File: src/rgbcv_pkg.sv
// Shared types and constants for the RGB555 converter with frame blending.
// No dependencies.
package rgbcv_pkg;

  localparam int unsigned PIX_W      = 15;
  localparam int unsigned CHAN_W     = 5;
  localparam int unsigned OUT_W      = 8;
  localparam int unsigned CFG_IDX_W  = 2;

  localparam logic [CFG_IDX_W-1:0] CFG_ADJUST = 2'd0;
  localparam logic [CFG_IDX_W-1:0] CFG_BLEND  = 2'd1;

  localparam logic [OUT_W-1:0] CLAMP_LEVEL = 8'd240;

  typedef struct packed {
    logic [OUT_W-1:0] red;
    logic [OUT_W-1:0] green;
    logic [OUT_W-1:0] blue;
  } rgb_t;

  typedef struct packed {
    logic rd_en;
    logic wr_en;
    logic clear;
  } fs_cmd_t;

endpackage

File: src/rgbcv_convert.sv
// RGB555 to RGB888 channel conversion: plain expansion or correction matrix.
// Depends on rgbcv_pkg.
module rgbcv_convert
  import rgbcv_pkg::*;
(
  input  logic [PIX_W-1:0] pixel,
  input  logic             adjust,
  output rgb_t             rgb
);

  logic [CHAN_W-1:0] r, g, b;
  logic [9:0]        sum_r, sum_g, sum_b;
  logic [OUT_W-1:0]  q_r, q_g, q_b;

  assign r = pixel[4:0];
  assign g = pixel[9:5];
  assign b = pixel[14:10];

  // max of each sum is 992, fits 10 bits
  assign sum_r = 10'(r) * 10'd26 + 10'(g) * 10'd4 + 10'(b) * 10'd2;
  assign sum_g = 10'(g) * 10'd24 + 10'(b) * 10'd8;
  assign sum_b = 10'(r) * 10'd6 + 10'(g) * 10'd4 + 10'(b) * 10'd22;

  assign q_r = sum_r[9:2];
  assign q_g = sum_g[9:2];
  assign q_b = sum_b[9:2];

  always_comb begin
    if (adjust) begin
      rgb.red   = (q_r > CLAMP_LEVEL) ? CLAMP_LEVEL : q_r;
      rgb.green = (q_g > CLAMP_LEVEL) ? CLAMP_LEVEL : q_g;
      rgb.blue  = (q_b > CLAMP_LEVEL) ? CLAMP_LEVEL : q_b;
    end else begin
      rgb.red   = {r, r[4:2]};
      rgb.green = {g, g[4:2]};
      rgb.blue  = {b, b[4:2]};
    end
  end

endmodule

File: config.mk
export PLATFORM = sky130hd
export DESIGN_NAME = rgbcv_convert
export DESIGN_NICKNAME = d
export VERILOG_FILES = /design/src/rgbcv_pkg.sv /design/src/rgbcv_convert.sv
export SDC_FILE = /design/constraint.sdc
export NUM_CORES = 1
export LEC_CHECK = 0
export BUFFER_PORTS_ARGS = -buffer_cell sky130_fd_sc_hd__buf_4
export CORE_UTILIZATION = 55
export DETAILED_ROUTE_END_ITERATION = 6
export MAX_ROUTING_LAYER = met4
export PLACE_DENSITY_LB_ADDON = 0.1
export SYNTH_ARGS = -nofsm -noshare
export SYNTH_HDL_FRONTEND = slang
export SYNTH_SLANG_ARGS = --single-unit
File: constraint.sdc
create_clock -name vclk -period 4.4
set_input_delay 0.44 -clock vclk [all_inputs]
set_output_delay 0.44 -clock vclk [all_outputs]
set_load 0.05 [all_outputs]
# Word level (Yosys, flattened, before mapping)
# Cells that the tools add are included.
# classes
n_addsub	5
n_shift	0
n_eq_ne	0
n_lt_le_gt_ge	3
div_mod_pow	0
n_reduce_logical	0
n_bitwise	0
n_mux	4
multipliers	4
# ops
operator	count
8-bit > comparator (second input constant)	3
24-bit 2-to-1 mux	1
8-bit 2-to-1 mux	3
5-bit by 4-bit multiplier with 9-bit output (second input constant)	2
5-bit by 2-bit multiplier with 7-bit output (second input constant)	2
10-bit by 6-bit adder with 10-bit output	1
10-bit by 7-bit adder with 10-bit output	1
10-bit by 8-bit adder with 10-bit output	1
9-bit by 10-bit adder with 10-bit output	1
8-bit by 7-bit adder with 9-bit output	1
# word_totals
memories	0
input_bits	16
mem_bits_ro	0
ram_bits	0
out_inout_bits	24
ff_bits	0
latchBits	0

# Longest topological paths before layout
# Gate-level depths: netlist of the first run.
# depth
depth_word	6
ltp_mapped	15

# Worst setup path before layout of the first run
# No wires, ideal clock.
# synth_path
kind	input -> output
start	input pixel[11]
end	output rgb[1] in the netlist's numbering
path_stages	13
t_arrival_ns	4.647
path_slack_ns	-0.687
path_buffers	0
cell_sequence	ha_1 -> fa_1 -> ha_1 -> xnor2_1 -> fa_1 -> inv_1 -> ha_1 -> a21o_1 -> a21o_1 -> or3_1 -> nand3_1 -> nor4_2 -> a211oi_1
# synth_lines
item	line_no	rtl
start, declared	rgbcv_convert.sv:6	input logic [PIX_W-1:0] pixel,
end, declared	rgbcv_convert.sv:8	output rgb_t rgb

==> metrics.md, run 1 <==
| Metric | Value |
|---|---|
| CP Capture Type | primary output |
| Total Power | ~2 mW |
| Port bufs | 40 |
| Placeable Area | between 0.004 and 0.005 mm^2 |
| Share of layout cells above drive strength 1 | 0.368 |
| Initial antenna violation count | 0 |
| Setup Crit Path Kind | input pin to primary output |
| First-pass GRT wire length | approximately 11 mm |
| Nature of the critical path startpoint | input pin |
| Largest area contributor in the netlist | ha_1 |
| Final instance area | 0.00353 mm^2 |
| Placer Congestion | just under 0.9 |
| Min cycle time layout | 4520 ps |
| Largest net degree at the start of global routing | 31 |
| Vias | 2621 |
| Vias in the first global route | between 2000 and 2500 |
| Ys Warns | 0 |
| Leading cell type in the layout, fill and taps excluded | buf_4 |
| CTS Hold Bufs | 0 |
| Highest-count cells in the layout ignoring fill and taps | buf_4, inv_1, ha_1, fa_1, nand2_1 |
| Setup ws final | -121 ps |
| Post-DR wirelength/cell | between 15 and 20 um |
| Final nets | 469 |
| Run status | finished, violations left |
| DR DRC count | 0 |
| Syn_area_per_cell | 8.04 um^2 |
| Post-Syn Area | roughly 0.0024 mm^2 |
| Worst-path maximum fanout | 4 |
| Vias/cell | around 6.1 |
| Routed wire length | 8.42 mm |
| Fin. max-slew vios | 0 |
| Placed Area | about 0.003 mm^2 |
| CP startpoint | pixel[1] |
| Worst setup path endpoint | rgb[18] |
| Netlist cell types | 46 |
| TritonRoute pass-1 iters | 5 |
| Seq Cell Count | 0 |
| CP Data Arrival Time | between 4000 and 5000 ps |
| Final ANT Viol Nets | 0 |
| Final Cycle Share | 1.03 |
| Register area share after synthesis | 0 |
| 1st-iter DRT viols | 169 |
| Relative slew slack | 0.722 |
| GRT Util Overall | 0.321 |
| Final setup violation count | 9 |
| Final Hold Violating Endpoints | 0 |
| Top cells by area, synth | ha_1, fa_1, inv_1 |
| Max-cap viol count | 0 |
| RSZ-0062 raised after global routing | true |
| Worst vdd ir | between 0.2 and 0.3 mV |
| DIE WIDTH | 67.8 um |
| HP Class | input pin to primary output |
| Std-Cell Rows | 23 |
| Synthesized net count | approximately 390 |
| Leakage | around 1.7 nW |
| Area Overhead vs Synth | 48.2% |
| Die Y | around 68 um |
| Dpl hpwl | between 5 and 6 mm |
| Cells after synthesis | 296 |
| Io pins | 40 |
| Pwr Density | ~560 mW/mm^2 |
| Failing checks | setup timing |
| Worst hold path depth | 3 |
| Die Footprint | around 0.0046 mm^2 |
| N_diodes | 0 |
| Starting Density | 0.582 |
| Worst slew pin tran | around 420 ps |
| Reg area | 0 um^2 |
| Fmax | ~220 MHz |
| Top cell type's share of synthesized area | 0.279 |
| WP data required | 3960 ps |
| Sum of negative setup slack | -641 ps |
| Clock buffers | 0 |
| Global route overflow | 0 |
==> power breakdown <==
group          internal, mW  switching [mW]  total [mW]
Combinational         0.876            1.09        1.97
Clock                     0               0           0
Sequential                0               0           0
Total                 0.876            1.09        1.97
==> synthesized netlist by cell type, drive strengths merged, types with 7 or more instances <==
| cell type | instances |
|---|---|
| a211oi | 8 |
| a21o | 13 |
| a21oi | 20 |
| fa | 20 |
| ha | 53 |
| inv | 51 |
| nand2 | 19 |
| nor2 | 14 |
| o21ai | 15 |
| xnor2 | 17 |
| xor2 | 7 |
==> worst max-delay path, cell delays in order <==
cell and delay, ps:
buf_12 110, ha_4 270, inv_2 40, fa_1 480
fa_1 520, inv_1 60, fa_1 480, ha_4 290
o211ai_1 100, o21ai_1 210, a21oi_2 90, or3_4 360
a211oi_4 340, o22ai_2 110, buf_6 170
==> routing by layer <==
metal / GRT usage / wire (um)
met5: - / 0
met4: 0.0691 / 291
met3: 0.0253 / 547
met2: 0.563 / 4350
met1: 0.396 / 3230
==> cell families (layout without fill, tap and decap cells) <==
family	Yosys count	count (layout)	share of synthesized area
xor gates and xnor gates	24	24	0.0884
muxes	6	6	0.0258
and+or+nand+nor	58	58	0.126
buffers and inverters	55	137	0.0868
AOI/OAI and AO/OA	80	80	0.226
adders and majority gates	73	73	0.447
==> how the worst min path moves through the flow <==
stage	startpoint	to
after floorplan	pixel[0]	rgb[19]
after global placement	pixel[1]	rgb[20]
after detailed placement	pixel[1]	rgb[20]
after CTS	pixel[1]	rgb[20]
after global routing	pixel[1]	rgb[20]
final	pixel[1]	rgb[20]
==> through the flow <==
step | hold slack (ps) | setup slack [ps] | std cells | util
after floorplan | 1100 | -199 | 296 | -
after global placement | 1300 | -224 | 421 | 0.753
after detailed placement | 1310 | -285 | 421 | 0.753
after CTS | 1310 | -48.1 | 425 | 0.806
after global routing | 1320 | -301 | 428 | 0.863
final | 1300 | -121 | 428 | 0.863
==> layout make-up <==
cell class         instances  area [um^2]
multi-input cells        241         2550
repair buffers            85          718
fillers                  218          561
inverters                 52          195
well taps                 50         62.6
==> repair_timing <==
item,CTS,global route
endpoints found under the setup margin,12,11
buffers inserted,7,3
resized for setup,29,36
pin swaps,23,14
Power figures use the tool's default switching activity.
==> inputs of run 2 (changes only) <==
- CELL_PAD_IN_SITES_DETAIL_PLACEMENT: default -> 0
- CELL_PAD_IN_SITES_GLOBAL_PLACEMENT: default -> 1
- CORE_UTILIZATION: 55 -> 40
- RECOVER_POWER: default -> 100
==> run 2 against run 1 <==
  * The flow still finishes with violations (setup timing)
  * Non-clock buffer count decreased by 1
  * First-iteration DRC count decreased by 62%
  * Combinational power decreased by 8%
  * Sequential cell count unchanged
  * Highest routed layer unchanged
  * Clock-buffer cell count unchanged
  * Total power decreased by 7.9%
  * Routed wire length decreased by 21%
  * Critical path depth increased by 1
  * Global-route usage decreased by 9.5 points
  * Critical path type unchanged
  * Core utilization decreased by 24 points
  * Setup slack improved by 45 ps
==> metrics.md, run 2 (same netlist as run 1, synthesis figures left out) <==
| Metric | Value |
|---|---|
| Die Footprint | between 0.006 and 0.007 mm^2 |
| DR top layer | met4 |
| Run status | finished, violations left |
| Initial antenna violation count | 0 |
| Setup Crit Path Kind | input pin to primary output |
| Min cycle time layout | 4480 ps |
| Vias in the first global route | about 2400 |
| Leading cell type in the layout, fill and taps excluded | buf_4 |
| Final instance area | 0.00351 mm^2 |
| M1 WL | ~3.3 mm |
| Worst-path maximum fanout | 4 |
| Final Hold Violating Endpoints | 0 |
| Final Cycle Share | 1.02 |
| Comb power frac | 1.000 |
| Std-Cell Rows | 27 |
| Dpl hpwl | approximately 5.5 mm |
| Io pins | 40 |
| Vias | roughly 2300 |
| CP Data Arrival Time | 4040 ps |
| RSZ-0062 raised after global routing | true |
| Placer Congestion | roughly 0.83 |
| Share of layout cells above drive strength 1 | 0.358 |
| Failing checks | setup timing |
| Area Overhead vs Synth | 47.5% |
| DR DRC count | 0 |
| Global route overflow | 0 |
| Clock group share of total power | 0 |
| WP depth | 16 |
| HP Class | input pin to primary output |
| Max-cap viol count | 0 |
| Worst hold path depth | 3 |
| 1st-iter DRT viols | 65 |
| CP Capture Type | primary output |
| Starting Density | 0.424 |
| Fin. max-slew vios | 0 |
| Worst slew pin tran | 630 ps |
| Sequential power share | 0 |
| Crit path top cell by count | fa_1 |
| Worst path bufs/invs | 5 |
| Port bufs | 40 |
| Leakage | 1.71 nW |
| Seq Cell Count | 0 |
| Worst path max stage delay | ~500 ps |
| Placeable Area | between 0.005 and 0.006 mm^2 |
| WP data required | approximately 4000 ps |
| Worst path top cell family by delay | adder cells |
| Final nets | 468 |
| Nature of the critical path startpoint | input pin |
| Final ANT Viol Nets | 0 |
| GRT Util Overall | 0.226 |
| Relative slew slack | 0.582 |
| Setup ws final | -75.3 ps |
| Reg area | 0 um^2 |
| Post-DR wirelength/cell | between 10 and 15 um |
| Hold slack | between 1000 and 1500 ps |
| Net Sw Frac | 0.551 |
| Hold EP | rgb[20] |
| Placed Area | slightly above 0.003 mm^2 |
| Hold_sp | pixel[1] |
| Worst vdd ir | approximately 0.5 mV |
| Fill cells | around 500 |
| Routed wire length | ~6.6 mm |
| Multi-input gate area | ~0.0026 mm^2 |
| Total Power | about 1.8 mW |
| CP max stage cell | fa_1 |
| NetSw | ~1 mW |
| Met3 WL | between 100 and 150 um |
| Pwr Density | about 520 mW/mm^2 |
| N_diodes | 0 |
| Clock buffers | 0 |
| Die Y | 79.1 um |
| Highest-count cells in the layout ignoring fill and taps | buf_4, inv_1, ha_1, fa_1, nand2_1 |
| DIE WIDTH | 79.1 um |
| WL met2 | around 3.2 mm |
| First-pass GRT wire length | between 10 and 15 mm |
| TritonRoute pass-1 iters | 4 |
| CTS Hold Bufs | 0 |
| Pint | slightly above 0.8 mW |
| Fmax | between 200 and 250 MHz |
| Vias/cell | around 5.2 |
| Critical path cell sequence | buf_8, ha_4, inv_2, fa_1, fa_1, inv_1, fa_1, ha_4, o211ai_1, o21ai_1, a21oi_2, or3_4, a211oi_4, buf_6, o31ai_2, buf_6 |
| Final setup violation count | 4 |
| Largest net degree at the start of global routing | 31 |
run 2: metal layers:
layer / vias to the layer above / global-route usage
met4: 0 / 0.00727
met1: 1105 / 0.302
met5: - / -
met3: 2 / 0.00230
li1: 1188 / -
met2: 41 / 0.403
run 2: how the worst max path moves through the flow:
| stage | start | to | slack [ps] |
|---|---|---|---|
| after floorplan | pixel[1] | rgb[17] | -200 |
| after global placement | pixel[1] | rgb[18] | -230 |
| after detailed placement | pixel[11] | rgb[1] | -280 |
| after CTS | pixel[11] | rgb[1] | 0.7 |
| after global routing | pixel[1] | rgb[17] | -220 |
| final | pixel[1] | rgb[17] | -80 |
run 2: area by class of cell:
type,count,area share
Multi-Input combinational cell,241,0.728
Inverter,52,0.0556
Timing Repair Buffer,84,0.191
Tap cell,72,0.0257
run 2: power by group through the flow:
stage	clock network [mW]	logic, mW	registers (mW)
2_1_floorplan	0	1.06	0
3_3_place_gp	0	1.56	0
3_5_place_dp	0	1.57	0
4_1_cts	0	1.70	0
5_1_grt	0	1.97	0
6_report	0	1.81	0
run 2: through the flow:
step                      std cells  setup WS [ps]   util  TNS (ps)
after detailed placement        443           -284  0.554     -2290
after global routing            449           -220  0.626     -1080
after floorplan                 296           -199      -      -569
after global placement          443           -228  0.554     -1660
final                           449          -75.3  0.626      -263
after CTS                       448          0.730  0.597         0
run 2: worst min-delay path, stage by stage:
cell and delay [ps]:
buf_8 90, mux2_2 140, buf_4 190
run 2: what timing repair did:
item,4_1_cts,5_1_grt
pin swaps,25,17
endpoints found under the setup margin,12,12
setup buffers,8,3
resized for setup,32,32
==> inputs of run 3 (changes only) <==
- CORE_MARGIN: default -> 2
==> run 3 against run 2 <==
  * The flow still finishes with violations (setup timing)
  * Core utilization is 1.6 points lower
  * Sequential share of layout area stayed put
  * Via count stayed put
  * Final area is 1.1% higher
  * Critical path type unchanged
  * Largest power group unchanged
==> metrics.md, run 3 (same netlist as run 1, synthesis figures left out) <==
| Metric | Value |
|---|---|
| Relative slew slack | 0.603 |
| CP Data Arrival Time | 3990 ps |
| Std-Cell Rows | 28 |
| Setup ws final | -33.1 ps |
| Io pins | 40 |
| Failing checks | setup timing |
| Clock group share of total power | 0 |
| Vias/cell | slightly above 5 |
| Port bufs | 40 |
| First-pass GRT wire length | between 10 and 15 mm |
| Share of layout cells above drive strength 1 | 0.357 |
| Min cycle time layout | between 4000 and 5000 ps |
| CP max stage cell | fa_1 |
| DR DRC count | 0 |
| HP Class | input pin to primary output |
| Clock buffers | 0 |
| Max-cap viol count | 0 |
| Met3 WL | about 260 um |
| Dpl hpwl | roughly 5.4 mm |
| Worst slew pin tran | between 500 and 600 ps |
| Leading cell type in the layout, fill and taps excluded | buf_4 |
| WL met2 | about 3.3 mm |
| Pwr Density | 516 mW/mm^2 |
| Util after Layout | 0.610 |
| Final Cycle Share | 1.01 |
| Worst-path maximum fanout | 4 |
| Starting Density | 0.409 |
| Routed wire length | 6.70 mm |
| Fmax | ~230 MHz |
| Global route overflow | 0 |
| Placer Congestion | just over 0.8 |
| Net Sw Frac | 0.546 |
| Nature of the critical path startpoint | input pin |
| Largest net degree at the start of global routing | 31 |
| Die Y | slightly above 80 um |
| Run status | finished, violations left |
| Critical path cell sequence | buf_12, ha_4, inv_2, fa_1, fa_1, inv_1, fa_1, ha_4, o211ai_1, o21ai_1, a21oi_2, or3_4, a211oi_4, buf_6, o31ai_4, buf_6 |
| TritonRoute pass-1 iters | 4 |
| Final Hold Violating Endpoints | 0 |
| 1st-iter DRT viols | 128 |
| CTS Hold Bufs | 0 |
| Worst vdd ir | around 0.43 mV |
| CP Capture Type | primary output |
| Post-DR wirelength/cell | roughly 15 um |
| Final nets | ~470 |
| Final setup violation count | 4 |
| Setup Crit Path Kind | input pin to primary output |
| Placed Area | 0.00312 mm^2 |
| Comb power frac | 1.000 |
| N_diodes | 0 |
| M1 WL | 3.14 mm |
| Final instance area | about 0.0035 mm^2 |
| Crit path top cell by count | fa_1 |
| Die Footprint | between 0.006 and 0.007 mm^2 |
| Seq Cell Count | 0 |
| Vias in the first global route | 2298 |
| Leakage | around 1.7 nW |
| GRT Util Overall | 0.217 |
| WP data required | just under 4000 ps |
| Vias | 2336 |
| Fin. max-slew vios | 0 |
| Pint | 0.831 mW |
| NetSw | between 0.9 and 1 mW |
| RSZ-0062 raised after global routing | true |
| Reg area | 0 um^2 |
| Highest-count cells in the layout ignoring fill and taps | buf_4, inv_1, ha_1, nand2_1, fa_1 |
| DR top layer | met3 |
| Area Overhead vs Synth | 49.1% |
| Initial antenna violation count | 0 |
| DIE WIDTH | roughly 81 um |
| Sequential power share | 0 |
| Worst path max stage delay | between 400 and 500 ps |
| Placeable Area | about 0.0058 mm^2 |
| Final ANT Viol Nets | 0 |
[run 3: critical path: cells and delay by family]
| family | cells | cell delay, ps |
|---|---|---|
| compound gates | 5 | 700 |
| simple gates | 1 | 350 |
| buf+inv | 5 | 500 |
| fa+ha+maj | 5 | 1990 |
[run 3: cell type report]
cell class         instances  area [um^2]
inverters                 52          195
repair buffers            85          677
well taps                 75         93.8
multi-input cells        241         2580
fillers                  532         2270
[run 3: power by group through the flow]
stage	sequential (mW)	combinational (mW)	clock [mW]
final	0	1.83	0
after global routing	0	1.98	0
after CTS	0	1.77	0
after detailed placement	0	1.57	0
after global placement	0	1.56	0
after floorplan	0	1.06	0
[run 3: layer usage]
layer,global-route usage,vias up
met2,0.384,50
met5,-,-
li1,-,1191
met4,0,0
met1,0.299,1095
met3,0,0
[run 3: final timing paths]
kind	startpoint	endpoint	slack [ps]	depth (start not counted)
setup / recovery	pixel[1]	rgb[17]	-30	16
hold / removal	pixel[12]	rgb[0]	1370	4
[run 3: timing repair]
action                                  in CTS  in global routing
buffers inserted                             7                  2
gates resized for setup                     45                 23
endpoints found under the setup margin      11                 11
cloned                                       0                  0
pin swaps                                   31                 25
[run 3: through the flow]
step           TNS (ps)  total power, mW  std cells  setup WS, ps  hold WS (ps)
2_1_floorplan      -569             1.06        296          -199          1100
6_report           -120             1.83        453         -33.1          1370
3_3_place_gp      -2160             1.56        447          -320          1340
4_1_cts           -83.8             1.77        453         -27.4          1330
3_5_place_dp      -2550             1.57        447          -351          1340
5_1_grt            -805             1.98        453          -163          1390
